--- src/rtl/cvfp_pkg.sv ---
`timescale 1ns / 1ps

package cvfp_pkg;

  // Field widths
  localparam int unsigned ByteW  = 8;
  localparam int unsigned ChanW  = 2;
  localparam int unsigned MantW  = 30;
  localparam int unsigned FracW  = 4;
  localparam int unsigned ActW   = 3;
  localparam int unsigned HistN  = 4;

  // Character codes
  localparam logic [ByteW-1:0] CH_MARK  = 8'h56;  // 'V'
  localparam logic [ByteW-1:0] CH_DOT   = 8'h2E;  // '.'
  localparam logic [ByteW-1:0] CH_COMMA = 8'h2C;  // ','
  localparam logic [ByteW-1:0] CH_ZERO  = 8'h30;  // '0'
  localparam logic [ByteW-1:0] CH_ONE   = 8'h31;  // '1'
  localparam logic [ByteW-1:0] CH_FOUR  = 8'h34;  // '4'
  localparam logic [ByteW-1:0] CH_NINE  = 8'h39;  // '9'

  // Active channel codes
  localparam logic [ActW-1:0] ACT_NONE = 3'd0;
  localparam logic [ActW-1:0] ACT_V1   = 3'd1;
  localparam logic [ActW-1:0] ACT_V3   = 3'd3;

  // Saturation limit of the 4-bit field counters
  localparam logic [FracW-1:0] CNT_MAX = 4'd15;

  typedef logic [ByteW-1:0] byte_t;

endpackage

--- src/rtl/channel_value_field_parser_core.sv ---
`timescale 1ns / 1ps

// Channel value field parser.
// Input channel: one text byte per transfer on in_rx_byte (in_valid / in_stall).
// Output channel: one decoded value per closed V1..V3 field on out_channel,
// out_mantissa, out_frac_digits and out_overflow (out_valid / out_stall).
// The value is out_mantissa / 10^out_frac_digits; out_overflow marks a field
// that offered more than MAX_DIGITS digits (the extra digits are dropped).
// A byte moves into an input register on its transfer and is decoded when
// the output register has room, against the four-byte history and the open
// field state; the closing ',' of a field puts its result in the output
// register as that ',' is decoded, ready to leave when out_stall is low.
// V4 fields and all other bytes produce no result.
// Throughput: one byte per cycle, set by the single decode stage between the
// input and output registers. A held byte is decoded only when the output
// register is empty or its result leaves in the same cycle; while a result
// is stalled the output holds its value, the byte stays in the input
// register and the input stalls.
// Reset (rst_n low, synchronous) clears the history, the field state and
// both valid flags.
module channel_value_field_parser_core #(
  parameter int unsigned MAX_DIGITS = 9
) (
  input  logic                          clk,
  input  logic                          rst_n,
  input  logic                          in_valid,
  output logic                          in_stall,
  input  logic [cvfp_pkg::ByteW-1:0]    in_rx_byte,
  output logic                          out_valid,
  input  logic                          out_stall,
  output logic [cvfp_pkg::ChanW-1:0]    out_channel,
  output logic [cvfp_pkg::MantW-1:0]    out_mantissa,
  output logic [cvfp_pkg::FracW-1:0]    out_frac_digits,
  output logic                          out_overflow
);

  localparam logic [4:0] MaxDig = 5'(MAX_DIGITS);

  // Input register
  cvfp_pkg::byte_t                  byte_r;
  logic                             byte_vld_r;

  // Parser state
  cvfp_pkg::byte_t                  hist_r [cvfp_pkg::HistN];
  logic [cvfp_pkg::ActW-1:0]        act_r, act_nxt;
  logic [cvfp_pkg::MantW-1:0]       mant_r, mant_nxt;
  logic [cvfp_pkg::FracW-1:0]       frac_r, frac_nxt;
  logic [cvfp_pkg::FracW-1:0]       dcnt_r, dcnt_nxt;
  logic                             dot_r, dot_nxt;
  logic                             stop_r, stop_nxt;
  logic                             ovf_r, ovf_nxt;

  // Output register
  logic                             out_vld_r;
  logic [cvfp_pkg::ChanW-1:0]       out_chan_r;
  logic [cvfp_pkg::MantW-1:0]       out_mant_r;
  logic [cvfp_pkg::FracW-1:0]       out_frac_r;
  logic                             out_ovf_r;

  logic                             emit;
  logic                             adv;
  logic                             in_xfer;
  logic                             out_xfer;
  logic                             out_free;
  logic                             is_digit;
  logic [cvfp_pkg::MantW-1:0]       mant_x10;

  assign out_xfer = out_vld_r && !out_stall;
  assign out_free = !out_vld_r || !out_stall;
  // decode the held byte when its possible result has room
  assign adv      = byte_vld_r && out_free;
  assign in_stall = byte_vld_r && !out_free;
  assign in_xfer  = in_valid && !in_stall;

  assign is_digit = byte_r inside {[cvfp_pkg::CH_ZERO:cvfp_pkg::CH_NINE]};
  assign mant_x10 = (mant_r << 3) + (mant_r << 1);

  // Field decode for the held byte
  always_comb begin
    act_nxt  = act_r;
    mant_nxt = mant_r;
    frac_nxt = frac_r;
    dcnt_nxt = dcnt_r;
    dot_nxt  = dot_r;
    stop_nxt = stop_r;
    ovf_nxt  = ovf_r;
    emit     = 1'b0;
    if (act_r == cvfp_pkg::ACT_NONE) begin
      if (hist_r[3] == cvfp_pkg::CH_MARK &&
          byte_r inside {[cvfp_pkg::CH_ONE:cvfp_pkg::CH_FOUR]}) begin
        act_nxt = byte_r[cvfp_pkg::ActW-1:0];
      end
    end else if (is_digit) begin
      if (!stop_r) begin
        if ({1'b0, dcnt_r} >= MaxDig) begin
          ovf_nxt = 1'b1;
        end else begin
          mant_nxt = mant_x10 + cvfp_pkg::MantW'(byte_r[3:0]);
          if (dcnt_r != cvfp_pkg::CNT_MAX) dcnt_nxt = dcnt_r + 1'b1;
          if (dot_r && frac_r != cvfp_pkg::CNT_MAX) frac_nxt = frac_r + 1'b1;
        end
      end
    end else if (byte_r == cvfp_pkg::CH_DOT) begin
      if (dot_r) stop_nxt = 1'b1;
      else       dot_nxt  = 1'b1;
    end else if (byte_r == cvfp_pkg::CH_COMMA) begin
      emit     = act_r inside {[cvfp_pkg::ACT_V1:cvfp_pkg::ACT_V3]};
      act_nxt  = cvfp_pkg::ACT_NONE;
      mant_nxt = '0;
      frac_nxt = '0;
      dcnt_nxt = '0;
      dot_nxt  = 1'b0;
      stop_nxt = 1'b0;
      ovf_nxt  = 1'b0;
    end
  end

  // Input register
  always_ff @(posedge clk) begin
    if (!rst_n) begin
      byte_vld_r <= 1'b0;
    end else if (in_xfer) begin
      byte_vld_r <= 1'b1;
    end else if (adv) begin
      byte_vld_r <= 1'b0;
    end
    if (in_xfer) byte_r <= in_rx_byte;
  end

  // Parser state and history
  always_ff @(posedge clk) begin
    if (!rst_n) begin
      for (int i = 0; i < cvfp_pkg::HistN; i++) hist_r[i] <= '0;
      act_r  <= cvfp_pkg::ACT_NONE;
      mant_r <= '0;
      frac_r <= '0;
      dcnt_r <= '0;
      dot_r  <= 1'b0;
      stop_r <= 1'b0;
      ovf_r  <= 1'b0;
    end else if (adv) begin
      for (int i = cvfp_pkg::HistN - 1; i > 0; i--) hist_r[i] <= hist_r[i-1];
      hist_r[0] <= byte_r;
      act_r  <= act_nxt;
      mant_r <= mant_nxt;
      frac_r <= frac_nxt;
      dcnt_r <= dcnt_nxt;
      dot_r  <= dot_nxt;
      stop_r <= stop_nxt;
      ovf_r  <= ovf_nxt;
    end
  end

  // Output register
  always_ff @(posedge clk) begin
    if (!rst_n) begin
      out_vld_r <= 1'b0;
    end else if (adv && emit) begin
      out_vld_r <= 1'b1;
    end else if (out_xfer) begin
      out_vld_r <= 1'b0;
    end
    if (adv && emit) begin
      out_chan_r <= cvfp_pkg::ChanW'(act_r - cvfp_pkg::ACT_V1);
      out_mant_r <= mant_r;
      out_frac_r <= frac_r;
      out_ovf_r  <= ovf_r;
    end
  end

  assign out_valid       = out_vld_r;
  assign out_channel     = out_chan_r;
  assign out_mantissa    = out_mant_r;
  assign out_frac_digits = out_frac_r;
  assign out_overflow    = out_ovf_r;

endmodule

--- config.mk ---
export PLATFORM = sky130hd
export DESIGN_NAME = channel_value_field_parser_core
export DESIGN_NICKNAME = d
export VERILOG_FILES = /design/src/rtl/cvfp_pkg.sv /design/src/rtl/channel_value_field_parser_core.sv
export SDC_FILE = /design/constraint.sdc
export NUM_CORES = 1
export LEC_CHECK = 0
export BUFFER_PORTS_ARGS = -buffer_cell sky130_fd_sc_hd__buf_4
export CAP_MARGIN = 20
export CELL_PAD_IN_SITES_DETAIL_PLACEMENT = 1
export CELL_PAD_IN_SITES_GLOBAL_PLACEMENT = 2
export CORE_ASPECT_RATIO = 1.4
export CORE_UTILIZATION = 43
export DETAILED_ROUTE_END_ITERATION = 6
export PLACE_DENSITY_LB_ADDON = 0.1
export SYNTH_ARGS = -nofsm -noshare
export SYNTH_HDL_FRONTEND = slang
export SYNTH_SLANG_ARGS = --single-unit
--- constraint.sdc ---
create_clock -name clk -period 14.2 [get_ports clk]
set_input_delay 3.55 -clock clk [delete_from_list [all_inputs] [get_ports clk]]
set_output_delay 3.55 -clock clk [all_outputs]
set_load 0.005 [all_outputs]
==> results_dict.tcl <==
set metrics [dict create \
    syn_nets 652 \
    finalCriticalPeriod_ns 7.55 \
    slew_violations 0 \
    drtIter0Drc 96 \
    fin_worst_skew_ns 0.00790 \
    rows 52 \
    portBuffers 50 \
    ant_nets 0 \
    crit_path_max_fanout 3 \
    core-area_um2 14500 \
    htreeDepth 4 \
    track_usage_pct 20.1 \
    gp_congestion 0.803 \
    start_util_pct 44.1 \
    die_y_um 146 \
    clock.fmax_ghz 0.132 \
    holdPathEnd "out_mantissa[29]" \
    drv_cap 0 \
    mostFrequentLayoutCells "edfxtp_1 (77), ha_1 (61), buf_4 (55)" \
    p_per_area_nw_per_um2 109 \
    cp-end-kind "output pin" \
    diodes 0 \
    peakVddDrop_mv 0.0824 \
    setup_viol 0 \
    yosysSeqAreaShare_pct 50.5 \
    drt-total-wl_um 14700 \
    clock_latency_ns 0.41 \
    cp-start-kind "input port" \
    globalRouteOverflowTotal 0 \
    wl_per_cell_um 17.6 \
    grt_pass1_wl_um 24000 \
    min_delay_path_depth 0 \
    crit_required_ns 10.65 \
    synthCells 577 \
    synth.avg_cell_area_um2 11.1 \
    cts_tree "yes" \
    worstSetupStartpoint "out_stall" \
    tns_ns 0 \
    clk_pin_slew_ns 0.06 \
    ioPinCount 51 \
    cts.path.max_buffers 2 \
    critPathKind "in2out" \
    final_common_cell "edfxtp_1" \
    dieArea_um2 15400 \
    rr_startpoint "byte_r[3]" \
    vias_per_cell 5.58 \
    vias 4645 \
    finalInstanceArea_um2 7500 \
    final_cells 833 \
    finalHoldViolCount 0 \
    finalPower_uw 819 \
    grt_max_degree 60 \
    cts_setup_buffers 0 \
    r2r-end "mant_r[28]" \
    rrSetupSlack_ns 10.59 \
    leakage_nw 3.11 \
    holdBufCountCts 0 \
    worstMarginPinSlew_ns 0.672 \
    synth.cell_area_um2 6400 \
    clockRootBuffer "clkbuf_16" \
    min-delay-start "mant_r[29]" \
    drc_errors 0 \
    cp.arrival_ns 4.00 \
    grt_pass1_vias 4953 \
    drive_gt1_share_pct 17.5 \
    ys_types 70 \
    area_growth_pct 17.2 \
    ys_warn_count 0 \
    dpl-instance-area_um2 6940 \
    dp_cells 801 \
    slew_headroom_pct 55.1 \
    hold_ws_ns 0.432 \
    synthArstFlopShare_pct 0 \
    antenna_found_initial 0 \
    status "complete, no violations" \
    reg2reg_depth 10 \
    clock_sinks 123 \
    cts-buffers-inserted 17 \
    synth-seq-cells 123 \
    die_w_um 105 \
    nets 706 \
    dp.final_hpwl_um 10600 \
    synth_edf_count 77 \
    fin_crit_sh_pct 53.2 \
    holdCritPathClass "reg2reg" \
    first_pass_iters 4 \
    post_cts_resized 0 \
    grt_setup_unrepaired "false" \
    synth_flop_cell "edfxtp_1" \
]
## area by class of cell
class | instances | area [µm²]
clock buffers | 17 | 425
fillers | 1572 | 7010
inverters | 21 | 78.8
repair buffers | 55 | 413
clock inverters | 15 | 139
multi-input cells | 413 | 2980
well taps | 189 | 236
flip-flops and latches | 123 | 3230
## critical path: stages
cell and delay, ns:
buf_4 0.12, and3_1 0.20, buf_4 0.14
## per-stage QoR
step / util, % / setup WS, ns
6_report: 51.7 / 6.65
3_5_place_dp: 47.8 / 6.65
3_3_place_gp: 47.8 / 6.66
5_1_grt: 51.7 / 6.63
4_1_cts: 51.7 / 6.64
2_1_floorplan: - / 5.88
## worst max path at each step
stage / to / cells after the start
2_1_floorplan: out_channel[0] / 4
3_3_place_gp: in_stall / 3
3_5_place_dp: in_stall / 3
4_1_cts: in_stall / 3
5_1_grt: in_stall / 3
6_report: in_stall / 3
## layer usage
| metal | share of wire [%] | global-route usage [%] | wire [µm] | up-vias |
|---|---|---|---|---|
| li1 | - | - | - | 2247 |
| met1 | 40 | 21.8 | 5940 | 2284 |
| met2 | 53 | 37.2 | 7850 | 79 |
| met3 | 2.5 | 3.79 | 364 | 35 |
| met4 | 3.6 | 10.1 | 535 | 0 |
| met5 | 0 | 0 | 0 | - |
## logic make-up after synthesis
logic type	share of synthesized area, %
simple gates	15.9
fa+ha+maj	12.5
xor+xnor	3.56
buf+inv	3.11
mux	0.313
compound gates	14.1
flops	50.5
## where the power goes
part / switching (mW) / total (mW) / leakage [nW] / internal [mW]
logic: 0.0103 / 0.0168 / 1.79 / 0.00654
clock network: 0.170 / 0.412 / 0.258 / 0.243
registers: 0.00415 / 0.390 / 1.07 / 0.385
total: 0.184 / 0.819 / 3.11 / 0.635
## flip-flops by register name (all words and copies together) (netlist names)
name / flops
hist_r: 32
byte_vld_r: 1
dcnt_r: 4
out_overflow: 1
out_mantissa: 30
ovf_r: 1
mant_r: 30
out_frac_digits: 4
out_valid: 1
frac_r: 4
byte_r: 8
act_r: 3
dot_r: 1
stop_r: 1
out_channel: 2
## Yosys cell counts (all sizes together) (3+ instances only)
library cell	instances	area share, %
inv	21	1.2
clkbuf	10	0.59
nor2b	17	1.7
or2	4	0.39
nor2	28	1.7
xnor2	14	1.9
nor3	10	0.86
edfxtp	77	36
nand4	6	0.59
o21a	8	1.1
xor2	12	1.6
buf	10	1.3
nor4	5	0.49
a21o	6	0.72
a21oi	33	3.0
and2	6	0.61
a31oi	4	0.49
or3	5	0.49
a32o	3	0.47
nand3	13	1.0
ha	61	12
a21boi	6	0.70
o21ai	37	3.0
and3	35	3.5
a2111oi	4	0.64
dfxtp	46	14
nand2	50	2.9
a22oi	10	1.2
No activity file was read; power rests on OpenSTA's default activity.
